===== config.mk =====
export PLATFORM = sky130hd
export DESIGN_NAME = hkt_hash
export DESIGN_NICKNAME = d
export VERILOG_FILES = /design/src/design/hkt_pkg.sv /design/src/design/hkt_hash.sv
export SDC_FILE = /design/constraint.sdc
export NUM_CORES = 2
export LEC_CHECK = 0
export BUFFER_PORTS_ARGS = -buffer_cell sky130_fd_sc_hd__buf_4
export CORE_MARGIN = 2
export CORE_UTILIZATION = 25
export CTS_CLUSTER_SIZE = 30
export DETAILED_ROUTE_END_ITERATION = 8
export PLACE_DENSITY = 0.45
export SYNTH_ARGS = -nofsm -noshare
export SYNTH_HDL_FRONTEND = slang
export SYNTH_SLANG_ARGS = --single-unit

===== constraint.sdc =====
create_clock -name clk_i -period 25.7 [get_ports clk_i]
set_clock_uncertainty 0.2 [all_clocks]
set_input_delay 1.285 -clock clk_i [delete_from_list [all_inputs] [get_ports clk_i]]
set_output_delay 1.285 -clock clk_i [all_outputs]
set_load 0.01 [all_outputs]

===== src/design/hkt_pkg.sv =====
// ----------------------------------------------------------------------------
// hkt_pkg: shared types and constants of the hashed key take table
// Beat formats, result codes and the mixing constants of the bucket hash.
// ----------------------------------------------------------------------------
package hkt_pkg;

  localparam int unsigned KEY_W   = 64;
  localparam int unsigned ENTRY_W = 64;

  localparam int unsigned DEF_BUCKETS      = 256;
  localparam int unsigned DEF_WAYS         = 4;
  localparam int unsigned DEF_PAYLOAD_BITS = 64;

  // 64-bit finalizer: xor-shift, multiply, xor-shift, multiply, xor-shift.
  localparam logic [63:0] MIX_C1    = 64'hff51afd7ed558ccd;
  localparam logic [63:0] MIX_C2    = 64'hc4ceb9fe1a85ec53;
  localparam int unsigned MIX_SHIFT = 33;

  localparam logic OP_INSERT = 1'b0;
  localparam logic OP_TAKE   = 1'b1;

  typedef enum logic [2:0] {
    ST_OK        = 3'd0,
    ST_ZERO_KEY  = 3'd1,
    ST_PRESENT   = 3'd2,
    ST_NOT_FOUND = 3'd3,
    ST_FULL      = 3'd4
  } status_e;

  typedef struct packed {
    logic               operation;
    logic [KEY_W-1:0]   key;
    logic [ENTRY_W-1:0] entry_in;
  } in_t;

  typedef struct packed {
    status_e            status;
    logic [ENTRY_W-1:0] entry_out;
  } out_t;

  // Outcome of one bucket update.
  typedef struct packed {
    status_e            status;
    logic [ENTRY_W-1:0] entry;
    logic               wr;
  } upd_t;

endpackage


===== src/design/hkt_hash.sv =====
// ----------------------------------------------------------------------------
// hkt_hash: bucket index of a key
// Multi-cycle 64-bit finalizer built from 32x32 partial products, followed
// by a reduction modulo the bucket count (a mask for powers of two, else a
// nibble-serial remainder).
// ----------------------------------------------------------------------------
module hkt_hash import hkt_pkg::*; #(
  parameter int unsigned BUCKETS = DEF_BUCKETS,
  localparam int unsigned BW     = (BUCKETS > 1) ? $clog2(BUCKETS) : 1
) (
  input  logic             clk_i,
  input  logic             rst_ni,
  input  logic             start_i,
  input  logic [KEY_W-1:0] key_i,
  output logic             done_o,
  output logic [BW-1:0]    bucket_o
);

  localparam int unsigned TW   = BW + 4;
  localparam bit          POW2 = ((BUCKETS & (BUCKETS - 1)) == 0);

  typedef enum logic [1:0] {H_IDLE, H_MUL, H_SUM, H_MOD} hstate_e;

  hstate_e     state_q, state_d;
  logic        round_q, round_d;
  logic [63:0] x_q, x_d;
  logic [63:0] pp_lo_q, pp_lo_d;
  logic [31:0] pp_a_q, pp_a_d;
  logic [31:0] pp_b_q, pp_b_d;
  logic [BW-1:0] r_q, r_d;
  logic [3:0]  nib_q, nib_d;
  logic        done_q, done_d;
  logic [BW-1:0] bucket_q, bucket_d;

  logic [63:0] c;
  logic [63:0] sum;
  logic [63:0] mixed;
  logic [BW-1:0] mod_next;

  // One remainder step: t is below sixteen times the bucket count.
  function automatic logic [BW-1:0] mod_step(input logic [TW-1:0] t);
    logic [TW-1:0] v;
    v = t;
    for (int k = 3; k >= 0; k--) begin
      if (v >= (TW'(BUCKETS) << k)) begin
        v = v - (TW'(BUCKETS) << k);
      end
    end
    return v[BW-1:0];
  endfunction

  always_comb begin
    c        = round_q ? MIX_C2 : MIX_C1;
    sum      = pp_lo_q + {pp_a_q + pp_b_q, 32'h0};
    mixed    = sum ^ (sum >> MIX_SHIFT);
    mod_next = mod_step({r_q, x_q[63:60]});

    state_d  = state_q;
    round_d  = round_q;
    x_d      = x_q;
    pp_lo_d  = pp_lo_q;
    pp_a_d   = pp_a_q;
    pp_b_d   = pp_b_q;
    r_d      = r_q;
    nib_d    = nib_q;
    done_d   = 1'b0;
    bucket_d = bucket_q;

    unique case (state_q)
      H_IDLE: begin
        if (start_i) begin
          x_d     = key_i ^ (key_i >> MIX_SHIFT);
          round_d = 1'b0;
          state_d = H_MUL;
        end
      end
      H_MUL: begin
        pp_lo_d = 64'(x_q[31:0]) * 64'(c[31:0]);
        pp_a_d  = x_q[31:0] * c[63:32];
        pp_b_d  = x_q[63:32] * c[31:0];
        state_d = H_SUM;
      end
      H_SUM: begin
        x_d = mixed;
        if (!round_q) begin
          round_d = 1'b1;
          state_d = H_MUL;
        end else if (POW2) begin
          bucket_d = mixed[BW-1:0] & BW'(BUCKETS - 1);
          done_d   = 1'b1;
          state_d  = H_IDLE;
        end else begin
          r_d     = '0;
          nib_d   = '0;
          state_d = H_MOD;
        end
      end
      H_MOD: begin
        r_d   = mod_next;
        x_d   = x_q << 4;
        nib_d = nib_q + 4'd1;
        if (nib_q == 4'hf) begin
          bucket_d = mod_next;
          done_d   = 1'b1;
          state_d  = H_IDLE;
        end
      end
      default: state_d = H_IDLE;
    endcase
  end

  always_ff @(posedge clk_i or negedge rst_ni) begin
    if (!rst_ni) begin
      state_q  <= H_IDLE;
      round_q  <= 1'b0;
      x_q      <= '0;
      pp_lo_q  <= '0;
      pp_a_q   <= '0;
      pp_b_q   <= '0;
      r_q      <= '0;
      nib_q    <= '0;
      done_q   <= 1'b0;
      bucket_q <= '0;
    end else begin
      state_q  <= state_d;
      round_q  <= round_d;
      x_q      <= x_d;
      pp_lo_q  <= pp_lo_d;
      pp_a_q   <= pp_a_d;
      pp_b_q   <= pp_b_d;
      r_q      <= r_d;
      nib_q    <= nib_d;
      done_q   <= done_d;
      bucket_q <= bucket_d;
    end
  end

  assign done_o   = done_q;
  assign bucket_o = bucket_q;

endmodule


---- After elaboration in Yosys (flattened, before gate mapping) ----
Index checks and enable logic that the tools add are counted.
operators by class
  add/subtract/negate cells ............... 7
  multipliers ............................. 3
  $lt $le $gt $ge ......................... 4
  equality and inequality tests ........... 7
  multiplexer cells ....................... 19
  bitwise gates (word level) .............. 2
  reductions and logical operators ........ 8
operators by type and width
  operator                number
  $pmux 64 s3             1
  $xor 64x31->64          2
  $add 64x64->64          1
  $mul 32x32->64          1
  $mux 64                 1
  $mux 62                 1
  $mux 12                 3
  $add 32x32->32          1
  $mul 32x31->32          1
  $mul 32x32->32          1
  $mux 8                  3
  $pmux 8 s2              1
  $ge 12x10->1 const B    1
  $ge 12x11->1 const B    1
  $ge 12x12->1 const B    1
  $ge 12x9->1 const B     1
  $sub 12x10->12 const B  1
  $sub 12x11->12 const B  1
  $sub 12x12->12 const B  1
  $pmux 2 s4              1
  $sub 8x1->8 const B     1
  $ne 2x2->1 const B      3
  $reduce_and 2->1        3
  $add 4x1->4 const B     1
  10 further kinds        17
storage, ports and cells
  register bits ........................... 216
  bits of input ports ..................... 67
  output and inout port bits .............. 9
  logic and storage cells ................. 60

---- Longest topological paths before layout ----
  depth in word-level cells ............... 10
  mapped depth ............................ 36
  mapped depth without buffers ............ 32

---- Worst setup path after synthesis ----
Ideal clock, no wire load.
  path type ............................... reg2reg
  start point ............................. register round_q
  end point ............................... register pp_lo_q[63]
  setup time .............................. 0.133 ns
  data arrival time ....................... 8.439 ns
  required time ........................... 25.367 ns
  setup slack ............................. 16.928 ns
  stages on the path, launching flop included .. 34
  path buffers ............................ 7
  period minus slack after synthesis ...... 8.772 ns
  cell sequence ........................... dfrtp_1 clkbuf_1 clkbuf_1 clkbuf_1 clkbuf_1 buf_1 buf_1 nand2_1 inv_1 ha_1 xor2_1 inv_1 fa_1 fa_1 fa_1 fa_1 fa_1 fa_1 inv_1 fa_1 inv_1 ha_1 clkbuf_1 a21o_1 a21o_1 a21oi_1 o21ai_0 nand2_1 nand2_1 or2_2 a311oi_1 o21ai_0 xnor2_1 o21ai_0
between the ends
  word-level cells in the longest chain between the ends .. 2
RTL lines
  what                      RTL line         text
  start: declaration        hkt_hash.sv:25   logic round_q, round_d;
  start signal: assignment  hkt_hash.sv:126  round_q <= round_d;
  $mux 62                   hkt_hash.sv:53   c = round_q ? MIX_C2 : MIX_C1;
  $mul 32x32->64            hkt_hash.sv:78   pp_lo_d = 64'(x_q[31:0]) * 64'(c[31:0]);
  end signal: assignment    hkt_hash.sv:128  pp_lo_q <= pp_lo_d;
  end: declaration          hkt_hash.sv:27   logic [63:0] pp_lo_q, pp_lo_d;
Every way passes these cells.
A chain may end at the register's enable or synchronous reset.

---- Final worst setup path ----
  start point ............................. register round_q
  end point ............................... register pp_lo_q[58]
The elaborated chain is that of the path after synthesis.

==> summary.md <==
| Metric | Value |
|---|---|
| CP arrival | `11.18 ns` |
| Setup TNS | `0 ns` |
| Mapped cell area | `59800 µm²` |
| TritonRoute pass-1 iters | `8` |
| Global-route wire length before repair | `340000 µm` |
| Antenna violations before repair | `6` |
| Setup crit start kind | `flop` |
| I/O pin cnt | `76` |
| DR vias | `42300` |
| Total CTS buffers | `27` |
| Largest net degree at the start of global routing | `179` |
| Number of flops mapped to enable cells by yosys | `0` |
| Yosys cell types | `76` |
| CP endpoint kind | `flop` |
| Failing checks | `DRC` |
| Max Cap Viol | `0` |
| Post-CTS Hold Buffers | `0` |
| Root Driver | `clkbuf_16` |
| Share of cells above drive strength 1 | `0.0436` |
| Crit-path most repeated cell | `fa_1` |
| Post CTS Setup Buffer Count | `0` |
| HP Class | `flop to flop` |
| Clock Path Buffers | `3` |
| Slew Limit Fails | `0` |
| Syn_area_per_cell | `9.64 µm²` |
| Minimum clock period after layout | `about 11 ns` |
| H-tree Lvls | `1` |
| R2R setup slack | `between 10 and 15 ns` |
| Die Y | `approximately 490 µm` |
| Max incr delay on CP | `0.74 ns` |
| Crit path kind | `flop to flop` |
| Worst-path fanout max | `59` |
| F_max | `0.0912 GHz` |
| Unrepaired setup endpoints after global routing | `no` |
| R2R depth | `28` |
| Sequential element share of the synthesized area | `0.0887` |
| DR DRC count | `14` |
| Main synth FF type | `dfrtp_1` |
| Worst skew pair latency | `between 0.5 and 0.6 ns` |
| Die width | `between 400 and 500 µm` |
| Area Overhead vs Synth | `8.65%` |
| Area of the core | `238000 µm²` |
| Worst-path clk slew | `roughly 0.06 ns` |
| Slew headroom | `0.303` |
| GPL Wtd Cong | `0.972` |
| Count of final setup violators | `0` |
| IO buf count | `75` |
| Die Area | `between 200000 and 250000 µm²` |
| DR iter-0 viols | `approximately 3400` |
| Origin of the critical flop-to-flop path | `round_q` |
| Nets | `8329` |
| Yosys warns | `0` |
| Commonest non-fill, non-tap cells in the layout | `inv_1, fa_1, ha_1` |
| Filler cell count | `25500` |
| Tcrit/Tclk final | `0.427` |
| Vias in the first global route | `approximately 46000` |
| Total Wirelength | `236000 µm` |
| Initial Utilization | `0.251` |
| Hold Path Sink | `nib_q[3]` |
| Avg WL per Cell | `25.2 µm` |
| Reg2reg end | `pp_lo_q[58]` |
| Worst-Margin Slew | `1.05 ns` |
| FFs w/ async S/R, synth | `1.00` |
| Synth Register Bits | `212` |
| Via-to-Cell Ratio | `4.52` |
| Final Hold Viols | `0` |
| CTS tree | `done` |
| CP max-delay cell | `inv_1` |
| Total congestion overflow | `0` |
| Hold Path Origin | `nib_q[3]` |
| Hpwl dp | `around 210000 µm` |
| GRT Overall Usage | `0.195` |
| Status | `finished with violations` |
| Std cell rows | `179` |
| Most common cell after layout, fill and taps aside | `inv_1` |
| CTS Sinks | `212` |
| Post-route ant nets | `0` |
| Critical path required time | `25.91 ns` |
| Post-Syn Instances | `just over 6000` |
| Hold depth | `1` |
| Post-CTS Resized | `0` |
[per-layer routing]
layer  share of wire  GRT usage
met5        0.000097          0
met4           0.035     0.0552
met3           0.049     0.0232
met2            0.46      0.317
met1            0.46      0.272
[flip-flops by register name, indices dropped and copies added (netlist names), 2 cells and up]
| name | count |
|---|---|
| pp_a_q | 32 |
| x_q | 64 |
| r_q | 4 |
| nib_q | 4 |
| state_q | 2 |
| pp_b_q | 32 |
| pp_lo_q | 64 |
| bucket_o | 8 |
[kinds of logic after synthesis]
logic type,synth area share
xor gates and xnor gates,0.0541
muxes,0.00766
buffers and inverters,0.114
adders and majority gates,0.584
DFF,0.0887
AOI/OAI and AO/OA,0.0842
and+or+nand+nor,0.0671
other,0.000126
[critical path: cells and delay by family (launching register included)]
| kind | cells | cell delay, ns |
|---|---|---|
| AO/OA/AOI/OAI | 8 | 1.76 |
| flip-flops | 1 | 0.62 |
| buffers and inverters | 6 | 2.31 |
| adder cells (fa/ha/maj) | 9 | 4.42 |
| AND/OR/NAND/NOR | 3 | 0.97 |
| XOR/XNOR | 2 | 0.46 |
[area by class of cell]
cell class | instances | area, µm² | share of cell area
clock buffer | 35 | 756 | 0.0116
tap | 3167 | 3960 | 0.0610
antenna | 5 | 12.5 | 0.000193
sequential | 212 | 5320 | 0.0818
inverter | 1584 | 5950 | 0.0915
timing repair buffer | 141 | 1080 | 0.0166
clock inverter | 13 | 128 | 0.00196
multi-input combinational | 4206 | 47800 | 0.735
[cells in the mapped netlist (all sizes together), types with 50 or more instances]
library cell / number / area, µm²
nand2b: 63 / 394
xor2: 103 / 902
inv: 1581 / 5930
ha: 918 / 11500
xnor2: 264 / 2310
a21oi: 206 / 1040
dfrtp: 212 / 5310
clkbuf: 202 / 788
nor2: 225 / 845
a211oi: 50 / 380
a21o: 99 / 743
nand2: 358 / 1340
fa: 1172 / 23500
o21ai: 256 / 1280
[per-stage QoR]
step | hold slack [ns] | utilization | instance area [µm²] | setup slack, ns | cells
5_1_grt | 0.291 | 0.273 | 65000 | 14.38 | 9358
2_1_floorplan | 0.238 | - | 59900 | 16.93 | 6217
3_5_place_dp | 0.258 | 0.269 | 64100 | 14.99 | 9310
4_1_cts | 0.270 | 0.273 | 65000 | 14.96 | 9358
6_report | 0.275 | 0.273 | 65000 | 14.73 | 9363
3_3_place_gp | 0.252 | 0.269 | 64100 | 14.96 | 9310
[worst max-delay path by stage]
stage,slack (ns),startpoint,to
final,14.73,round_q,pp_lo_q[58]
after global routing,14.38,round_q,pp_lo_q[58]
after CTS,14.96,round_q,pp_lo_q[58]
after detailed placement,14.99,round_q,pp_lo_q[58]
after global placement,14.96,round_q,pp_lo_q[58]
after floorplan,16.93,round_q,pp_lo_q[63]
Power is not shown: default switching activity piles up to over one toggle a cycle in this logic, so the estimate is an artifact.
