--- config.mk ---
export PLATFORM = sky130hd
export DESIGN_NAME = hkt_bucket
export DESIGN_NICKNAME = d
export VERILOG_FILES = /design/src/design/hkt_pkg.sv /design/src/design/hkt_bucket.sv
export SDC_FILE = /design/constraint.sdc
export NUM_CORES = 1
export LEC_CHECK = 0
export BUFFER_PORTS_ARGS = -buffer_cell sky130_fd_sc_hd__buf_2
export CAP_MARGIN = 40
export CORE_AREA = 2 2 483 485
export DETAILED_ROUTE_END_ITERATION = 10
export DIE_AREA = 0 0 485 487
export MAX_ROUTING_LAYER = met4
export SYNTH_ARGS = -nofsm -noshare
export SYNTH_HDL_FRONTEND = slang
export SYNTH_SLANG_ARGS = --single-unit
--- constraint.sdc ---
create_clock -name vclk -period 2.2
set_input_delay 0 -clock vclk [all_inputs]
set_output_delay 0 -clock vclk [all_outputs]
set_load 0.05 [all_outputs]
--- src/design/hkt_pkg.sv ---
// ----------------------------------------------------------------------------
// hkt_pkg: shared types and constants of the hashed key take table
// Beat formats, result codes and the mixing constants of the bucket hash.
// ----------------------------------------------------------------------------
package hkt_pkg;

  localparam int unsigned KEY_W   = 64;
  localparam int unsigned ENTRY_W = 64;

  localparam int unsigned DEF_BUCKETS      = 256;
  localparam int unsigned DEF_WAYS         = 4;
  localparam int unsigned DEF_PAYLOAD_BITS = 64;

  // 64-bit finalizer: xor-shift, multiply, xor-shift, multiply, xor-shift.
  localparam logic [63:0] MIX_C1    = 64'hff51afd7ed558ccd;
  localparam logic [63:0] MIX_C2    = 64'hc4ceb9fe1a85ec53;
  localparam int unsigned MIX_SHIFT = 33;

  localparam logic OP_INSERT = 1'b0;
  localparam logic OP_TAKE   = 1'b1;

  typedef enum logic [2:0] {
    ST_OK        = 3'd0,
    ST_ZERO_KEY  = 3'd1,
    ST_PRESENT   = 3'd2,
    ST_NOT_FOUND = 3'd3,
    ST_FULL      = 3'd4
  } status_e;

  typedef struct packed {
    logic               operation;
    logic [KEY_W-1:0]   key;
    logic [ENTRY_W-1:0] entry_in;
  } in_t;

  typedef struct packed {
    status_e            status;
    logic [ENTRY_W-1:0] entry_out;
  } out_t;

  // Outcome of one bucket update.
  typedef struct packed {
    status_e            status;
    logic [ENTRY_W-1:0] entry;
    logic               wr;
  } upd_t;

endpackage

--- src/design/hkt_bucket.sv ---
// ----------------------------------------------------------------------------
// hkt_bucket: update of one bucket row
// Looks up the key among the ways of a row and builds the row to write back
// together with the status and payload of the operation.
// ----------------------------------------------------------------------------
module hkt_bucket import hkt_pkg::*; #(
  parameter int unsigned WAYS         = DEF_WAYS,
  parameter int unsigned PAYLOAD_BITS = DEF_PAYLOAD_BITS,
  localparam int unsigned SLOT_W      = 1 + KEY_W + PAYLOAD_BITS,
  localparam int unsigned ROW_W       = WAYS * SLOT_W
) (
  input  logic [ROW_W-1:0]        row_i,
  input  logic                    op_i,
  input  logic [KEY_W-1:0]        key_i,
  input  logic [PAYLOAD_BITS-1:0] payload_i,
  output logic [ROW_W-1:0]        row_o,
  output upd_t                    upd_o
);

  localparam int unsigned WIW = (WAYS > 1) ? $clog2(WAYS) : 1;

  logic              hit_any, free_any;
  logic [WIW-1:0]    hit_idx, free_idx;
  logic [SLOT_W-1:0] slot, hit_slot;

  // Each slot is {valid, key, payload}; the lowest matching and the lowest
  // free way win.
  always_comb begin
    hit_any  = 1'b0;
    free_any = 1'b0;
    hit_idx  = '0;
    free_idx = '0;
    for (int w = 0; w < WAYS; w++) begin
      slot = row_i[w*SLOT_W +: SLOT_W];
      if (slot[SLOT_W-1] && (slot[PAYLOAD_BITS +: KEY_W] == key_i) && !hit_any) begin
        hit_any = 1'b1;
        hit_idx = WIW'(w);
      end
      if (!slot[SLOT_W-1] && !free_any) begin
        free_any = 1'b1;
        free_idx = WIW'(w);
      end
    end
    hit_slot = row_i[hit_idx*SLOT_W +: SLOT_W];

    row_o        = row_i;
    upd_o.status = ST_OK;
    upd_o.entry  = '0;
    upd_o.wr     = 1'b0;

    if (op_i == OP_INSERT) begin
      if (hit_any) begin
        upd_o.status = ST_PRESENT;
      end else if (free_any) begin
        row_o[free_idx*SLOT_W +: SLOT_W] = {1'b1, key_i, payload_i};
        upd_o.wr = 1'b1;
      end else begin
        upd_o.status = ST_FULL;
      end
    end else begin
      if (hit_any) begin
        row_o[hit_idx*SLOT_W + SLOT_W - 1] = 1'b0;
        upd_o.entry = ENTRY_W'(hit_slot[PAYLOAD_BITS-1:0]);
        upd_o.wr    = 1'b1;
      end else begin
        upd_o.status = ST_NOT_FOUND;
      end
    end
  end

endmodule

== Word-level counts from Yosys, hierarchy flattened ==
Index checks and enable logic that the tools add are counted.
Word-level totals
  memories kept: 0
  bits in writable memories: 0
  bits in registers: 0
  ROM bits: 0
  latch bits: 0
  logic and storage cells: 65
  bits of input ports: 645
  output and inout port bits: 584
Operators by class
  div/mod/pow operators: 0
  reduce and logical (&&, ||, !) cells: 19
  shifts and indexed selects: 3
  equality and inequality tests: 4
  magnitude comparators: 2
  multipliers: 2
  bitwise operators: 2
  $add $sub $neg: 3
  multiplexer cells: 30
Operators with widths (count)
  $mux W516: 4
  $and A516 B516 Y516: 1
  $bwmux W516: 1
  $not A516 Y516: 1
  $shift A129 B34 Y516 const A: 1
  $shiftx A129 B34 Y516: 1
  $shiftx A516 B11 Y64: 1
  $eq A64 B64 Y1: 4
  $mux W65: 1
  $mux W64: 1
  $neg A10 Y34: 1
  $ge A32 B1 Y1 const B: 1
  $lt A32 B11 Y1 const B: 1
  $mul A2 B8 Y10 const B: 2
  $mux W1: 14
  $sub A11 B1 Y12 const B: 1
  $add A10 B8 Y11 const B: 1
  $logic_and A1 B1 Y1: 11
  $demux W1 S10: 1
  $mux W2: 5
  $mux W3: 3
  $logic_not A1 Y1: 8

== Longest topological paths before layout ==
  depth after elaboration: 23
  gate-level depth with buffers: 11
  gate-level depth less buffers: 8

== Least setup slack after synthesis ==
OpenSTA, ideal clock, no wires.
  path kind: input to output
  start point: input row_i[128]
  end point: output row_o[262]
  buffers on the path: 4
  setup slack: -0.673 ns
  arrival: 2.873 ns
  required time: 2.200 ns
  stages on the path: 10
  cells stage by stage: buf_2 -> a21boi_1 -> inv_1 -> ha_1 -> clkbuf_1 -> nor3_1 -> clkbuf_1 -> clkbuf_1 -> nand2_1 -> mux2i_1
On the way
  cells in the longest elaborated chain, start to end: 22
  elaborated cells between the ends (all ways): 45
  those cells by class: add/sub (3); mul (2); order compare (2); shift (2); mux (21); bitwise (2); reduce/logical (13)
RTL lines
  start: declaration: RTL line hkt_bucket.sv:12  | input logic [ROW_W-1:0] row_i,
  $logic_and A1 B1 Y1: RTL line hkt_bucket.sv:35  | if (slot[SLOT_W-1] && (slot[PAYLOAD_BITS +: KEY_W] == key_i) && !hit_any) begin
  $mux W1: RTL line hkt_bucket.sv:35
  $logic_not A1 Y1: RTL line hkt_bucket.sv:35
  $logic_and A1 B1 Y1: RTL line hkt_bucket.sv:35
  $mux W1: RTL line hkt_bucket.sv:35
  $logic_not A1 Y1: RTL line hkt_bucket.sv:35
  $logic_and A1 B1 Y1: RTL line hkt_bucket.sv:35
  $mux W1: RTL line hkt_bucket.sv:35
  [... 6 more ...]
  $ge A32 B1 Y1 (implied by the code) / $lt A32 B11 Y1 (equally long branches): RTL line hkt_bucket.sv:62  | row_o[hit_idx*SLOT_W + SLOT_W - 1] = 1'b0;
  $logic_and A1 B1 Y1 (implied by the code): RTL line hkt_bucket.sv:62
  $mux W1 (implied by the code): RTL line hkt_bucket.sv:62
  $demux W1 S10: RTL line hkt_bucket.sv:62
  $not A516 Y516 (no line)
  $and A516 B516 Y516 (no line)
  $mux W516: RTL line hkt_bucket.sv:61  | if (hit_any) begin
  $mux W516 *: RTL line hkt_bucket.sv:51  | if (op_i == OP_INSERT) begin
  end: declaration: RTL line hkt_bucket.sv:16  | output logic [ROW_W-1:0] row_o,
Mark *: on every way between the ends. The rest lies on a longest branch, timed or not.

== Worst setup path after layout ==
  start point: input key_i[48]
  end point: output row_o[49]
On the way
  cells in the longest elaborated chain, start to end: 23
  elaborated cells between the ends (all ways): 37
  those cells by class: add/sub (2); mul (1); order compare (2); eq/ne (4); shift (1); mux (14); bitwise (2); reduce/logical (11)
RTL lines
  start: declaration: RTL line hkt_bucket.sv:14  | input logic [KEY_W-1:0] key_i,
  $eq A64 B64 Y1: RTL line hkt_bucket.sv:35
  $logic_and A1 B1 Y1: RTL line hkt_bucket.sv:35
  $mux W1: RTL line hkt_bucket.sv:35
  $logic_not A1 Y1: RTL line hkt_bucket.sv:35
  $logic_and A1 B1 Y1: RTL line hkt_bucket.sv:35
  $mux W1: RTL line hkt_bucket.sv:35
  $logic_not A1 Y1: RTL line hkt_bucket.sv:35
  $logic_and A1 B1 Y1: RTL line hkt_bucket.sv:35
  [... 7 more ...]
  $ge A32 B1 Y1 (implied by the code) / $lt A32 B11 Y1 (equally long branches): RTL line hkt_bucket.sv:62
  $logic_and A1 B1 Y1 (implied by the code): RTL line hkt_bucket.sv:62
  $mux W1 (implied by the code): RTL line hkt_bucket.sv:62
  $demux W1 S10: RTL line hkt_bucket.sv:62
  $not A516 Y516 (no line)
  $and A516 B516 Y516 (no line)
  $mux W516: RTL line hkt_bucket.sv:61
  $mux W516 *: RTL line hkt_bucket.sv:51
Marked as above.

==> results.py <==
metrics = {
    "run_status": {
        "status": "complete, but fails checks",
        "violations": "negative setup slack",
    },
    "power": {
        "p_leak_nw": 18.9,
        "ir_drop_mv": 0.132,
        "p_per_area_nw_per_um2": 297,
    },
    "global_routing": {
        "grt_remaining_overflow": 0,
        "grt_max_degree": 53,
        "grt_pass1_vias": 26067,
        "grt_first_pass_wirelength_um": 344000,
        "grtUsageTotal_pct": 23.8,
        "grt_antenna_before_repair": 143,
    },
    "logic_synthesis": {
        "syn_nets": 2828,
        "synth_top_cell_by_area": "mux2i_1",
        "syn_area_um2": 14100,
        "synth.top_cell.area_share_pct": 18.3,
        "syn_area_per_cell_um2": 6.45,
        "synth_top_cells_by_count": "inv_1 (354), nand2_1 (330), mux2i_1 (257)",
        "yosysSeqAreaShare_pct": 0,
        "yosys.area_share.simple_pct": 21.9,
        "synth_top_family_by_area": "multiplexers",
        "yosys.area_share.xor_xnor_pct": 14.2,
        "yosys_warnings": 0,
        "synth_most_common_cell": "inv_1",
        "yosysUniqueCellTypes": 49,
        "synth_fa_ha_area_share_pct": 0.356,
        "synth.top_cells.by_area": "mux2i_1 (18%), inv_1 (9.5%), nand2_1 (8.8%)",
        "syn_inst": 2179,
        "synth_mux_area_share_pct": 28.6,
        "synth_compound_area_share_pct": 17.0,
    },
    "route": {
        "dr.pass1.iters": 6,
        "drc": 0,
        "wl_um": 291000,
        "wl_per_cell_um": 40.9,
        "antenna_left": 0,
        "vias": 26673,
        "initialDrtViolationCount": 2537,
        "via_per_inst": 3.75,
    },
    "die": {
        "rows": 177,
        "coreArea_um2": 231000,
        "chipWidth_um": 485,
        "ios": 1229,
        "start_util_pct": 6.07,
        "die_area_um2": 236000,
        "die_h_um": 487,
    },
    "finish": {
        "regArea_um2": 0,
        "drive_gt1_share_pct": 67.0,
        "synthToLayoutAreaGrowth_pct": 222,
        "post-route-cell-area_um2": 45200,
        "n_clock_buffer": 0,
        "nNetsFinal": 4581,
        "multi_input_area_um2": 17100,
        "seq_cell_count": 0,
        "final_core_util_pct": 19.6,
        "final.fill_count": 25532,
    },
    "clock_tree": {
        "hold_buffers": 0,
    },
    "sta": {
        "maxSlewViolCount": 0,
        "finalCritPeriodShare_pct": 146,
        "worst_pin_slew_ns": 0.771,
        "slew_headroom_pct": 48.2,
        "finalHoldViolCount": 0,
        "grt_setup_unrepaired": "yes",
        "min_period_ns": 3.22,
        "fmax_mhz": 311,
        "setup_violations": 584,
        "worst_slack_ns": -1.02,
    },
    "run": {
        "max-cap-violations": 0,
    },
    "worst_setup_path": {
        "crit_type": "input port to output port",
        "startpoint": "key_i[48]",
        "arrival_ns": 3.22,
        "critPathRequiredTime_ns": 2.20,
        "cp-endpoint": "row_o[49]",
        "crit_path_start_kind": "input port",
        "end_kind": "output port",
        "cp_max_fo": 15,
    },
    "placed_design": {
        "dpl_cell_area_um2": 39400,
        "port_buffers": 1229,
        "dp_hpwl_um": 255000,
        "gp_congestion": 1.05,
    },
    "worst_hold_path": {
        "hold_class": "input port to output port",
    },
}
[cells by family (layout without fill, tap and decap cells)]
group                      count (synthesis)  count (layout)
adders and majority gates                  4               4
and+or+nand+nor                          688             688
xor gates and xnor gates                 228             228
muxes                                    385             385
other                                      0             140
buffers and inverters                    582            2333
AOI/OAI and AO/OA                        292             292
[layer usage]
layer / track usage [%] / vias up / routed length (µm)
li1: - / 11039 / -
met1: 27.2 / 13389 / 113000
met2: 34.5 / 1888 / 119000
met3: 14.0 / 357 / 45400
met4: 7.72 / 0 / 13900
met5: - / - / 0
[layout make-up]
cell class	instances	share of cell area [%]
timing repair buffer	1979	50.1
tap	3043	8.42
inverter	354	2.94
antenna	140	0.774
multi-input combinational	1597	37.7
[critical path, cell delays in order]
cell,delay (ns)
buf_2,0.18
buf_4,0.17
xnor2_1,0.23
nand4_1,0.17
nor4_4,0.43
buf_4,0.20
nand4_1,0.17
nor2_4,0.25
buf_6,0.14
buf_12,0.10
buf_6,0.09
nor4_4,0.05
clkbuf_16,0.19
clkbuf_16,0.27
a22o_4,0.27
buf_12,0.15
[placed cells by master, fill, tap and decap left out, types with 30 or more instances in the layout]
master,instances
diode_2,140
nand2_1,322
o221ai_2,39
mux2i_1,34
buf_6,146
xor2_1,78
buf_12,594
inv_1,354
a22o_4,118
nand2b_1,57
buf_8,37
mux2_4,30
nand4_1,42
buf_16,41
xnor2_1,102
nor3_1,66
mux2_2,98
buf_4,498
buf_2,640
a31oi_1,42
mux2i_4,206
nor2_1,126
[stage by stage]
stage | power (mW) | TNS, ns | setup WS [ns] | hold slack (ns) | instances
final | 13.4 | -501.25 | -1.02 | 0.363 | 7113
after detailed placement | 12.5 | -696.42 | -1.40 | 0.362 | 6837
after CTS | 12.9 | -457.05 | -0.967 | 0.362 | 6909
after global routing | 13.8 | -487.53 | -0.987 | 0.372 | 7090
after floorplan | 5.16 | -50.95 | -0.412 | 0.101 | 2179
after global placement | 12.5 | -844.59 | -1.81 | 0.363 | 6829
[how the worst min path moves through the flow]
stage                     end  slack, ns  cells past startpoint          start
global placement    row_o[57]       0.36                      3      row_i[57]
finish              row_o[21]       0.36                      3  payload_i[21]
detailed placement  row_o[21]       0.36                      3  payload_i[21]
CTS                 row_o[21]       0.36                      3  payload_i[21]
floorplan           upd_o[67]       0.10                      1           op_i
global route        row_o[21]       0.37                      3  payload_i[21]
[where the power goes]
group          leakage, nW  switching (mW)  internal [mW]   total, mW
Clock             0.000894               0     0.00000842  0.00000842
Sequential               0               0              0           0
Combinational         18.9            8.00           5.43        13.4
Total                 18.9            8.00           5.43        13.4
[repair_timing]
action                     in CTS  in global routing
pin swaps                      47                 74
setup endpoints to repair     584                584
setup buffers                  61                 59
resized for setup             349                467
gates cloned                   16                 20
Power figures use the tool's default switching activity.
