## src/design/hkt_ram.sv

```systemverilog
// ----------------------------------------------------------------------------
// hkt_ram: generic simple dual-port RAM
// One write port and one read port, read data registered.
// ----------------------------------------------------------------------------
module hkt_ram #(
  parameter int unsigned WIDTH = 8,
  parameter int unsigned DEPTH = 16,
  localparam int unsigned AW   = (DEPTH > 1) ? $clog2(DEPTH) : 1
) (
  input  logic             clk_i,
  input  logic             we_i,
  input  logic [AW-1:0]    waddr_i,
  input  logic [WIDTH-1:0] wdata_i,
  input  logic             re_i,
  input  logic [AW-1:0]    raddr_i,
  output logic [WIDTH-1:0] rdata_o
);

  logic [WIDTH-1:0] mem [DEPTH];
  logic [WIDTH-1:0] rdata_q;

  always_ff @(posedge clk_i) begin
    if (we_i) begin
      mem[waddr_i] <= wdata_i;
    end
    if (re_i) begin
      rdata_q <= mem[raddr_i];
    end
  end

  assign rdata_o = rdata_q;

endmodule

```

## config.mk

```make
export PLATFORM = sky130hd
export DESIGN_NAME = hkt_ram
export DESIGN_NICKNAME = d
export VERILOG_FILES = /design/src/design/hkt_ram.sv
export SDC_FILE = /design/constraint.sdc
export NUM_CORES = 1
export LEC_CHECK = 0
export CAP_MARGIN = 20
export CORE_ASPECT_RATIO = 1.5
export CORE_MARGIN = 2
export CORE_UTILIZATION = 60
export DETAILED_ROUTE_END_ITERATION = 8
export DONT_BUFFER_PORTS = 1
export GPL_TIMING_DRIVEN = 0
export PLACE_DENSITY = 0.78
export SYNTH_ARGS = -nofsm -noshare
export SYNTH_HDL_FRONTEND = slang
export SYNTH_SLANG_ARGS = --single-unit
```

## constraint.sdc

```tcl
create_clock -name clk_i -period 5.5 [get_ports clk_i]
set_input_delay 0.825 -clock clk_i [delete_from_list [all_inputs] [get_ports clk_i]]
set_output_delay 0.825 -clock clk_i [all_outputs]
set_load 0.03 [all_outputs]
```

Yosys cells after proc, flatten, opt, wreduce, memory -nomap -nowiden
Memories as Yosys holds them, arrays and structs flattened. A register that Yosys moved wholly into a read port is not among the register bits.
Index checks and enable logic that the tools add are counted.

storage, ports and cells
  flip-flop bits (word level) = 0
  bits in latches = 0
  bits in writable memories = 128
  memory bits (read-only) = 0
  bits of input ports = 19
  word-level logic and storage cells = 3
  memories kept = 1

cells by class
  add/subtract/negate cells = 0
  multiply operators = 0
  div/mod/pow operators = 0
  order comparisons = 0
  equal/unequal tests = 0
  shift-type cells = 0
  multiplexer cells = 2
  bitwise gates (word level) = 0
  reductions and logical operators = 0

memories
  memory  depth  width  rd ports  clocked after memory_dff  write ports  line  text
  mem     16     8      1         1                         1            19    logic [WIDTH-1:0] mem [DEPTH];

operator list
  cell     count
  $mux W1  2

Longest topological paths before layout
Gate-level depths: netlist of the first run.

  depth after elaboration = 2
  mapped depth = 5
  gate-level depth less buffers = 3

Least setup slack after synthesis of the first run
Ideal clock, no wire load.

  path kind = input to register
  from = input waddr_i[2]
  to = memory mem[0][0], enable pin
  setup time = 0.383 ns
  arrival time = 1.935 ns
  slack = 3.182 ns
  stages on the path = 2
  path through = or3b_2 > nor3_1

RTL lines
  element             line  text
  start: declaration  12    input logic [AW-1:0] waddr_i,
  end: declaration    19

No word-level cell before the write port.

Worst setup path in the final report of the first run
  from = input waddr_i[2]
  to = memory mem[0][2], enable pin

No word-level cell before the write port.

==> qor.csv, run 1 <==
stage,metric,value,unit
global_routing,largest net degree at the start of global routing,17,
power_and_ir_drop,VDD IR max,328,µV
synth,Synth Area in Adders,0,
setup_path,slowest CP cell,nor3_1,
place,global placer's final weighted congestion,0.793,
cells_and_area,Layout area overhead,15.2,%
synth,multiplexer area fraction after synthesis,0.148,
synth,ys async rst share,0,
floorplan,chip height,118,µm
place,post-detail-place hpwl,6200,µm
setup_path,"slowest stage delay, CP",700,ps
timing,Post-Route Skew,7.06,ps
timing,Max Slew Vio Count,0,
clock_tree,clock-pin transition on the worst setup and hold timing paths,60,ps
synth,sequential fraction of the synthesis area,0.781,
setup_path,required time at the worst-slack endpoint,5620,ps
global_routing,antenna violations before repair,0,
floorplan,IO Pins,27,
synth,area fraction of the dominant cell type after synthesis,0.781,
floorplan,initial core utilization,0.618,
synth,top_reg_cell synth,edfxtp_1,
drt,Total Wirelength,9830,µm
synth,number of synthesized flops with an enable pin,136,
drt,post-route ant nets,0,
clock_tree,CTS max path bufs,2,
power_and_ir_drop,Pwr Density,409,mW/mm²
synth,Post-Synthesis Cell Area,0.00523,mm²
setup_path,CP Cell Sequence,or3b_2 -> nor3_1 -> buf_4,
floorplan,core outline area,0.00846,mm²
timing,Final TNS setup,0,ps
cells_and_area,diode count,0,
synth,Post-Syn Nets,248,
setup_path,Crit Path Class,in2reg,
cells_and_area,Fillers,477,
synth,post-synth cell types,18,
worst_hold_path,HP Class,in2reg,
global_routing,vias in the first global route,2491,
synth,XOR/XNOR Fraction of Synth Area,0,
timing,worst-margin pin slew,903,ps
timing,# setup viols final,0,
floorplan,Placement Rows,41,
place,placement-stage cell area,0.00539,mm²
drt,Initial DRC Count,238,
power_and_ir_drop,Leak,1.98,nW
drt,post-DR vias/cell,6.40,
place,dpl ws,2940,ps
synth,Synth Area in Compound Gates,0.0230,
timing,Final Cycle Share,0.400,
cells_and_area,"Design Area, Final",0.00602,mm²
global_routing,GRT Total Usage,0.232,
floorplan,DIE AREA,0.00949,mm²
timing,Achievable Freq,455,MHz
clock_tree,H-tree Lvls,4,
synth,synth warn,0,
clock_tree,Post-CTS Resized,0,
drt,DRC violations left,0,
synth,post-synth top area cell,edfxtp_1,
clock_tree,hold_buf cts,0,
timing,Tmin final,2200,ps
clock_tree,clock sink total,136,
clock_tree,total CTS buffers,17,
run_status,status,completed,
drt,Pre-antenna DRT Iters,5,
synth,synthesized instance count,229,
drt,wire per inst,26.4,µm
setup_path,CP Max Fanout,5,
clock_tree,root buffer cell,clkbuf_16,
job,Max-Cap Viols,0,
clock_tree,CTS tree,yes,
timing,relative slew slack,0.394,
timing,RSZ-0062 raised after global routing,false,
cells_and_area,final net count,271,
synth,largest family of logic cells by synthesized area,multiplexers,
setup_path,CP startpoint kind,input pin,
timing,endpoints failing hold,0,
synth,simple-gate share of the synthesized area,0.0314,
timing,final worst setup slack,3300,ps
floorplan,Die X,80.2,µm
synth,syn_area_per_cell,22.8,µm²
global_routing,first-pass GRT wire length,14500,µm
setup_path,"Data arrival, critical path",2320,ps
synth,#FFs+latches synth,136,
global_routing,gr ovfl total,0,
setup_path,CP endpoint kind,flip-flop,
drt,total number of vias,2379,
synth,"top cells by area, synth","edfxtp_1 78%, mux4_2 7.8%, mux4_1 7.0%, a22oi_1 2.3%, nor2_1 0.93%",
synth,most instantiated library cell after synthesis,edfxtp_1,
cells_and_area,layout cell share with drive strength beyond 1,0.234,
clock_tree,Post-CTS Setup Inserts,0,
synth,Synth top cells by count,"136 x edfxtp_1, 18 x mux4_2, 16 x a22oi_1",
clock_tree,Worst-Skew Late Latency,410,ps
place,port bufs,0,
==> final timing paths <==
path	start	to	slack [ps]	depth (start not counted)
worst max-delay path	waddr_i[2]	mem[0][2]	3300	3
worst min-delay path	wdata_i[0]	mem[10][0]	510	0
worst max register to register	mem[2][2]	rdata_o[2]	3900	3
worst min register to register	mem[15][1]	rdata_o[1]	770	3
==> worst max-delay path: cells and delay by family <==
kind / cells / cell delay (ps)
and+or+nand+nor: 2 / 1220
buffers and inverters: 1 / 270
==> state kept, by name, indices dropped and copies added (netlist names) <==
name,count
mem,128
rdata_o,8
==> power breakdown <==
part / internal, mW / switching (mW) / leakage, nW
Sequential: 1.17 / 0.0162 / 1.24
Clock: 0.799 / 0.401 / 0.305
Combinational: 0.0380 / 0.0405 / 0.440
==> metrics by stage <==
step / hold WS [ps] / util / power [mW] / std cells
after floorplan: 705 / - / 1.26 / 229
after global placement: 743 / 0.633 / 1.28 / 336
after detailed placement: 766 / 0.637 / 1.29 / 340
after CTS: 494 / 0.712 / 2.48 / 372
after global routing: 484 / 0.712 / 2.53 / 372
final: 511 / 0.712 / 2.46 / 372
==> layout make-up <==
type,count,area (µm²),area share
flip-flops and latches,136,4080,0.678
plain buffers,10,86.3,0.0143
clock inverters,14,205,0.0341
repair buffers,4,27.5,0.00457
multi-input cells,83,1060,0.176
clock buffers,18,429,0.0713
well taps,107,134,0.0222
==> layer usage <==
layer / wire (µm) / global-route usage / share of wire
met1: 3610 / 0.281 / 0.37
met2: 5290 / 0.376 / 0.54
met3: 738 / 0.0901 / 0.075
met4: 200 / 0.0922 / 0.020
met5: 0 / 0 / 0
==> logic make-up after synthesis <==
group / Yosys count
DFF: 136
and+or+nand+nor: 35
muxes: 32
AOI/OAI and AO/OA: 16
buffers and inverters: 10
==> placed cells by master, fill, tap and decap left out, types with 2 or more instances in the layout <==
| cell | n |
|---|---|
| nand2b_1 | 2 |
| nor2_1 | 13 |
| bufinv_16 | 5 |
| buf_6 | 3 |
| nand3b_1 | 2 |
| clkinv_2 | 3 |
| clkinv_1 | 2 |
| nand2_1 | 9 |
| nor3_1 | 4 |
| clkbuf_16 | 17 |
| buf_2 | 4 |
| clkinv_4 | 2 |
| mux4_1 | 14 |
| a22oi_1 | 16 |
| edfxtp_1 | 136 |
| buf_4 | 4 |
| clkinvlp_4 | 2 |
| clkdlybuf4s25_2 | 3 |
| mux4_2 | 18 |
(Power assumes the default switching activity.)
==> run 2, diff against run 1 <==
--- a/config.mk
+++ b/config.mk
@@ -8,11 +8,11 @@
 export CAP_MARGIN = 20
 export CORE_ASPECT_RATIO = 1.5
 export CORE_MARGIN = 2
-export CORE_UTILIZATION = 60
+export CORE_UTILIZATION = 56
 export DETAILED_ROUTE_END_ITERATION = 8
 export DONT_BUFFER_PORTS = 1
 export GPL_TIMING_DRIVEN = 0
-export PLACE_DENSITY = 0.78
+export PLACE_DENSITY = 0.76
 export SYNTH_ARGS = -nofsm -noshare
 export SYNTH_HDL_FRONTEND = slang
 export SYNTH_SLANG_ARGS = --single-unit
==> constraint.sdc (replaced) <==
create_clock -name clk_i -period 1.88 [get_ports clk_i]
set_input_delay 0.282 -clock clk_i [delete_from_list [all_inputs] [get_ports clk_i]]
set_output_delay 0.282 -clock clk_i [all_outputs]
set_load 0.03 [all_outputs]
==> qor.csv, run 2 (same netlist as run 1, synthesis figures left out) <==
stage,metric,value,unit,change
drt,wire per inst,25.4,µm,was 26.4 µm
power_and_ir_drop,Switching Fraction,0.184,,was 0.186
global_routing,vias in the first global route,2473,,was 2491
clock_tree,Worst-Skew Late Latency,420,ps,was 410 ps
clock_tree,Post-CTS Resized,0,,unchanged
power_and_ir_drop,cell internal pwr,6.14,mW,was 2.01 mW
setup_path,"Data arrival, critical path",1710,ps,was 2320 ps
power_and_ir_drop,VDD IR max,942,µV,was 328 µV
setup_path,R2R cell count,3,,unchanged
place,global placer's final weighted congestion,0.828,,was 0.793
run_status,status,completed,,unchanged
global_routing,gr ovfl total,0,,unchanged
floorplan,IO Pins,27,,unchanged
global_routing,GRT Total Usage,0.209,,was 0.232
cells_and_area,layout cell share with drive strength beyond 1,0.226,,was 0.234
floorplan,chip height,122,µm,was 118 µm
power_and_ir_drop,Overall Power,7.53,mW,was 2.46 mW
floorplan,Placement Rows,43,,was 41
clock_tree,clock sink total,136,,unchanged
power_and_ir_drop,Clk pwr share,0.501,,was 0.487
clock_tree,root buffer cell,clkbuf_16,,unchanged
power_and_ir_drop,Leak,2.04,nW,was 1.98 nW
cells_and_area,Layout Cells excl Fill,386,,was 372
place,port bufs,0,,unchanged
timing,# setup viols final,0,,unchanged
drt,Pre-antenna DRT Iters,4,,was 5
setup_path,Crit Path Class,reg2reg,,was in2reg
setup_path,required time at the worst-slack endpoint,2040,ps,was 5620 ps
clock_tree,Post-CTS Setup Inserts,0,,unchanged
drt,post-route ant nets,0,,unchanged
cells_and_area,Layout area overhead,17.9,%,was 15.2%
cells_and_area,Largest register FFs,128,,unchanged
setup_path,worst r2r src,mem[2][0],,was mem[2][2]
timing,worst-margin pin slew,821,ps,was 903 ps
setup_path,CP startpoint kind,flip-flop,,was input pin
worst_hold_path,hold worst-path end,mem[4][1],,was mem[10][0]
power_and_ir_drop,Psw,1.39,mW,was 0.458 mW
global_routing,first-pass GRT wire length,14400,µm,was 14500 µm
timing,Max Slew Vio Count,0,,unchanged
floorplan,core outline area,0.00915,mm²,was 0.00846 mm²
drt,DRC violations left,0,,unchanged
floorplan,initial core utilization,0.572,,was 0.618
power_and_ir_drop,combinational power share,0.039,,was 0.032
floorplan,DIE AREA,0.0101,mm²,was 0.00949 mm²
floorplan,Die X,82.9,µm,was 80.2 µm
clock_tree,CTS max path bufs,2,,unchanged
cells_and_area,"commonest cells after routing, fill and taps aside","136 x edfxtp_1, 18 x mux4_2, 17 x clkbuf_16, 16 x a22oi_1, 14 x mux4_1",,unchanged
cells_and_area,final net count,280,,was 271
job,Max-Cap Viols,0,,unchanged
worst_hold_path,hold depth,1,,was 0
power_and_ir_drop,Pwr Density,1220,mW/mm²,was 409 mW/mm²
timing,relative slew slack,0.448,,was 0.394
drt,Initial DRC Count,211,,was 238
global_routing,largest net degree at the start of global routing,17,,unchanged
global_routing,antenna violations before repair,0,,unchanged
clock_tree,clock-pin transition on the worst setup and hold timing paths,60,ps,about the same
cells_and_area,diode count,0,,unchanged
setup_path,CP endpoint kind,flip-flop,,unchanged
worst_hold_path,HP Class,in2reg,,unchanged
timing,endpoints failing hold,0,,unchanged
drt,Total Wirelength,9820,µm,was 9830 µm
drt,total number of vias,2383,,was 2379
place,Placed Cells,345,,was 340
setup_path,FF-to-FF setup slack,330,ps,was 3900 ps
timing,Post-Route Skew,11.2,ps,was 7.06 ps
clock_tree,total CTS buffers,17,,unchanged
timing,final worst setup slack,325,ps,was 3300 ps
setup_path,CP Max Fanout,1,,was 5
cells_and_area,Largest Register,mem,,unchanged
timing,Achievable Freq,643,MHz,
timing,Final Cycle Share,0.827,,
cells_and_area,"commonest non-fill, non-tap cell in the layout",edfxtp_1,,unchanged
timing,RSZ-0062 raised after global routing,false,,unchanged
drt,post-DR vias/cell,6.17,,was 6.40
timing,Final TNS setup,0,ps,unchanged
worst_hold_path,hold path startpoint,waddr_i[0],,was wdata_i[0]
timing,Tmin final,1550,ps,
power_and_ir_drop,Seq pwr share,0.461,,was 0.481
setup_path,R2R Path End,rdata_o[0],,was rdata_o[2]
clock_tree,H-tree Lvls,4,,unchanged
clock_tree,hold_buf cts,9,,was 0
clock_tree,CTS tree,yes,,unchanged
place,dpl ws,-1.15,ps,was 2940 ps
place,post-detail-place hpwl,6210,µm,was 6200 µm
-- run 2: cell count changes in the layout (fill, tap and decap cells not counted) --
cell / previous run / this run
clkinv_2: 3 / 2
clkinv_4: 2 / 1
clkbuf_1: 1 / 0
clkinv_1: 2 / 3
buf_4: 4 / 2
bufinv_16: 5 / 7
dlygate4sd3_1: 0 / 9
buf_2: 4 / 6
-- run 2: critical path, stage by stage (launching register included) --
cell	delay, ps
edfxtp_1	360
mux4_1	520
a22oi_1	310
nand2_1	100
-- run 2: routing by layer --
metal / vias to the layer above / part of all wire / global-route usage
li1: 1047 / - / -
met1: 1221 / 0.38 / 0.243
met2: 91 / 0.53 / 0.343
met3: 24 / 0.054 / 0.0632
met4: 0 / 0.042 / 0.126
met5: - / 0 / 0
-- run 2: worst max path at each step --
stage / startpoint / endpoint / slack (ps) / cells past startpoint
final: mem[2][0] / rdata_o[0] / 330 / 3
after global routing: mem[2][0] / rdata_o[0] / 240 / 3
after CTS: mem[2][1] / rdata_o[1] / 320 / 3
after detailed placement: waddr_i[2] / mem[0][1] / -1 / 3
after global placement: waddr_i[2] / mem[0][1] / -310 / 2
after floorplan: waddr_i[2] / mem[0][0] / 110 / 2
-- run 2: metrics by stage --
stage | hold slack (ps) | instance area (µm²) | utilization
floorplan | 381 | 5230 | -
global placement | 382 | 5370 | 0.587
detailed placement | 381 | 5390 | 0.589
CTS | 75.4 | 6160 | 0.674
global route | 81.2 | 6160 | 0.674
finish | 89.3 | 6160 | 0.674
-- run 2: final cells by class --
class / instances / area, µm²
repair buffers: 13 / 113
clock inverters: 15 / 255
multi-input cells: 83 / 1060
well taps: 112 / 140
fillers: 596 / 2990
flip-flops and latches: 136 / 4080
plain buffers: 10 / 86.3
clock buffers: 17 / 425
-- run 2: power groups by stage --
stage / combinational, mW / sequential (mW) / clock [mW]
floorplan: 0.172 / 3.52 / 0
global placement: 0.229 / 3.52 / 0
detailed placement: 0.233 / 3.53 / 0
CTS: 0.295 / 3.47 / 3.82
global route: 0.311 / 3.47 / 3.93
finish: 0.291 / 3.47 / 3.77
==> run 3, diff against run 2 <==
--- a/config.mk
+++ b/config.mk
@@ -5,14 +5,15 @@
 export SDC_FILE = /design/constraint.sdc
 export NUM_CORES = 1
 export LEC_CHECK = 0
+export ABC_AREA = 1
 export CAP_MARGIN = 20
 export CORE_ASPECT_RATIO = 1.5
 export CORE_MARGIN = 2
-export CORE_UTILIZATION = 56
+export CORE_UTILIZATION = 60
 export DETAILED_ROUTE_END_ITERATION = 8
 export DONT_BUFFER_PORTS = 1
 export GPL_TIMING_DRIVEN = 0
-export PLACE_DENSITY = 0.76
+export PLACE_DENSITY = 0.78
 export SYNTH_ARGS = -nofsm -noshare
 export SYNTH_HDL_FRONTEND = slang
 export SYNTH_SLANG_ARGS = --single-unit
==> constraint.sdc (replaced) <==
create_clock -name clk_i -period 1.5 [get_ports clk_i]
set_input_delay 0.225 -clock clk_i [delete_from_list [all_inputs] [get_ports clk_i]]
set_output_delay 0.225 -clock clk_i [all_outputs]
set_load 0.03 [all_outputs]
==> qor.csv, run 3 <==
stage,metric,value,unit,change
job,Max-Cap Viols,0,,unchanged
synth,top_reg_cell synth,edfxtp_1,,unchanged
floorplan,DIE AREA,0.0106,mm²,was 0.0101 mm²
setup_path,"Data arrival, critical path",1360,ps,was 1710 ps
drt,Pre-antenna DRT Iters,6,,was 4
floorplan,core outline area,0.00958,mm²,was 0.00915 mm²
clock_tree,clock-pin transition on the worst setup and hold timing paths,60,ps,about the same
power_and_ir_drop,Pwr Density,1300,mW/mm²,was 1220 mW/mm²
place,port bufs,0,,unchanged
clock_tree,Worst-Skew Late Latency,430,ps,was 420 ps
timing,Max Slew Vio Count,0,,unchanged
timing,# setup viols final,0,,unchanged
clock_tree,H-tree Lvls,4,,unchanged
drt,post-route ant nets,0,,unchanged
setup_path,CP Cell Sequence,inv_1 -> nand2_1 -> nand3_1 -> nand3_1 -> nand3_1 -> nand2_1,,was mux4_1 -> a22oi_1 -> nand2_1
synth,post-synth top area cell,edfxtp_1,,unchanged
drt,DRC violations left,0,,unchanged
cells_and_area,layout cell share with drive strength beyond 1,0.0861,,was 0.226
drt,Total Wirelength,13100,µm,was 9820 µm
power_and_ir_drop,Psw,1.90,mW,was 1.39 mW
drt,wire per inst,18.6,µm,was 25.4 µm
floorplan,IO Pins,27,,unchanged
synth,synth warn,0,,unchanged
setup_path,required time at the worst-slack endpoint,1670,ps,was 2040 ps
clock_tree,CTS max path bufs,2,,unchanged
floorplan,Die X,84.6,µm,was 82.9 µm
place,post-detail-place hpwl,8660,µm,was 6210 µm
clock_tree,clock sink total,136,,unchanged
timing,Final Cycle Share,0.794,,was 0.827
synth,#FFs+latches synth,136,,unchanged
timing,Tmin final,1190,ps,was 1550 ps
clock_tree,root buffer cell,clkbuf_16,,unchanged
synth,sequential fraction of the synthesis area,0.698,,was 0.781
setup_path,slowest CP cell,edfxtp_1,,was mux4_1
floorplan,initial core utilization,0.610,,was 0.572
place,Placed Cells,666,,was 345
clock_tree,CTS tree,yes,,unchanged
cells_and_area,"commonest cells after routing, fill and taps aside","173 x nand2_1, 136 x edfxtp_1, 100 x inv_1, 97 x nand3_1",,"was 136 x edfxtp_1, 18 x mux4_2, 17 x clkbuf_16, 16 x a22oi_1, 14 x mux4_1"
synth,syn_area_per_cell,10.6,µm²,was 22.8 µm²
worst_hold_path,HP Class,in2reg,,unchanged
clock_tree,Post-CTS Setup Inserts,0,,unchanged
place,global placer's final weighted congestion,0.895,,was 0.828
timing,endpoints failing hold,0,,unchanged
global_routing,first-pass GRT wire length,20000,µm,was 14400 µm
cells_and_area,Largest Register,mem,,unchanged
run_status,status,completed,,unchanged
power_and_ir_drop,Seq pwr share,0.507,,was 0.461
setup_path,CP startpoint kind,flip-flop,,unchanged
setup_path,most frequent CP cell,nand3_1,,
clock_tree,hold_buf cts,9,,unchanged
drt,total number of vias,3993,,was 2383
clock_tree,total CTS buffers,17,,unchanged
global_routing,antenna violations before repair,0,,unchanged
cells_and_area,"commonest non-fill, non-tap cell in the layout",nand2_1,,was edfxtp_1
synth,Synth top cells by count,"173 x nand2_1, 136 x edfxtp_1, 100 x inv_1",,"was 136 x edfxtp_1, 18 x mux4_2, 16 x a22oi_1"
cells_and_area,final net count,598,,was 280
timing,worst-margin pin slew,980,ps,was 821 ps
synth,Post-Syn Nets,570,,was 248
synth,ys async rst share,0,,unchanged
setup_path,CP endpoint kind,flip-flop,,unchanged
timing,Post-Route Skew,5.19,ps,was 11.2 ps
global_routing,largest net degree at the start of global routing,17,,unchanged
drt,post-DR vias/cell,5.65,,was 6.17
synth,area fraction of the dominant cell type after synthesis,0.698,,was 0.781
drt,Initial DRC Count,519,,was 211
synth,number of synthesized flops with an enable pin,136,,unchanged
floorplan,chip height,125,µm,was 122 µm
global_routing,vias in the first global route,3858,,was 2473
power_and_ir_drop,Switching Fraction,0.221,,was 0.184
cells_and_area,diode count,0,,unchanged
global_routing,GRT Total Usage,0.259,,was 0.209
synth,post-synth cell types,11,,was 18
power_and_ir_drop,cell internal pwr,6.68,mW,was 6.14 mW
global_routing,gr ovfl total,0,,unchanged
synth,Post-Synthesis Cell Area,0.00585,mm²,was 0.00523 mm²
cells_and_area,Layout Cells excl Fill,707,,was 386
cells_and_area,Layout area overhead,12.9,%,was 17.9%
power_and_ir_drop,Overall Power,8.57,mW,was 7.53 mW
timing,relative slew slack,0.344,,was 0.448
power_and_ir_drop,combinational power share,0.060,,was 0.039
synth,synthesized instance count,551,,was 229
floorplan,Placement Rows,44,,was 43
power_and_ir_drop,VDD IR max,1290,µV,was 942 µV
setup_path,CP Max Fanout,1,,unchanged
power_and_ir_drop,Leak,2.83,nW,was 2.04 nW
setup_path,"slowest stage delay, CP",390,ps,was 520 ps
synth,most instantiated library cell after synthesis,nand2_1,,was edfxtp_1
clock_tree,Post-CTS Resized,0,,unchanged
synth,"top cells by area, synth","edfxtp_1 70%, nand2_1 11%, nand3_1 8.3%, inv_1 6.4%, buf_6 1.2%",,"was edfxtp_1 78%, mux4_2 7.8%, mux4_1 7.0%, a22oi_1 2.3%, nor2_1 0.93%"
power_and_ir_drop,Clk pwr share,0.433,,was 0.501
cells_and_area,Largest register FFs,128,,unchanged
timing,Achievable Freq,840,MHz,was 643 MHz
setup_path,Crit Path Class,reg2reg,,unchanged
timing,RSZ-0062 raised after global routing,false,,unchanged
==> run 3: changes by cell type after synthesis, sizes merged, moves of 16 or more <==
cell / previous run / this run
nand2: 9 / 173
inv: 0 / 102
nand3: 1 / 97
mux4: 32 / 0
buf: 7 / 24
a22oi: 16 / 0
==> run 3: worst paths after layout <==
path,slack [ps],to,from,depth (start not counted)
hold reg to reg,800,rdata_o[4],mem[13][4],6
setup / recovery,310,rdata_o[1],mem[7][1],6
setup reg to reg,310,rdata_o[1],mem[7][1],6
hold / removal,280,mem[3][4],waddr_i[1],2
==> run 3: per-layer routing <==
metal  up-vias  routed length, µm  GRT usage
li1       1839                  -          -
met1      1824               4950      0.320
met2       274               6370      0.413
met3        56               1190     0.0689
met4         0                627      0.146
met5         -                  0          0
==> run 3: stage by stage <==
step / setup slack, ps / instance area (µm²) / util / TNS [ps] / hold WS [ps]
after detailed placement: -94.5 / 5990 / 0.625 / -2130 / 325
after CTS: 314 / 6600 / 0.689 / 0 / 284
after global placement: -26.5 / 5990 / 0.625 / -481 / 325
final: 309 / 6600 / 0.689 / 0 / 280
after global routing: 265 / 6600 / 0.689 / 0 / 328
after floorplan: 324 / 5850 / - / 0 / 324
==> run 3: area by class of cell <==
class                   instances  area [µm²]
repair buffers                  9        90.1
plain buffers                  24         166
multi-input cells             289        1210
inverters                     102         383
clock buffers                  21         440
well taps                     115         144
clock inverters                11        82.6
fillers                       694        2980
flip-flops and latches        136        4080
==> run 3: critical path: cells and delay by family (launching register included) <==
kind                   cells  cell delay (ps)
DFF                        1              390
and+or+nand+nor            5              470
buffers and inverters      1               80
==> run 3: kinds of logic after synthesis <==
logic type	count (synthesis)	share of synthesized area
AND/OR/NAND/NOR	289	0.208
flip-flops	136	0.698
buffers and inverters	126	0.0939
==> run 3: power groups by stage <==
stage | registers, mW | logic, mW | clock network (mW)
floorplan | 4.42 | 0.300 | 0
global placement | 4.42 | 0.411 | 0
detailed placement | 4.43 | 0.422 | 0
CTS | 4.35 | 0.507 | 3.72
global route | 4.35 | 0.559 | 3.87
finish | 4.35 | 0.518 | 3.71
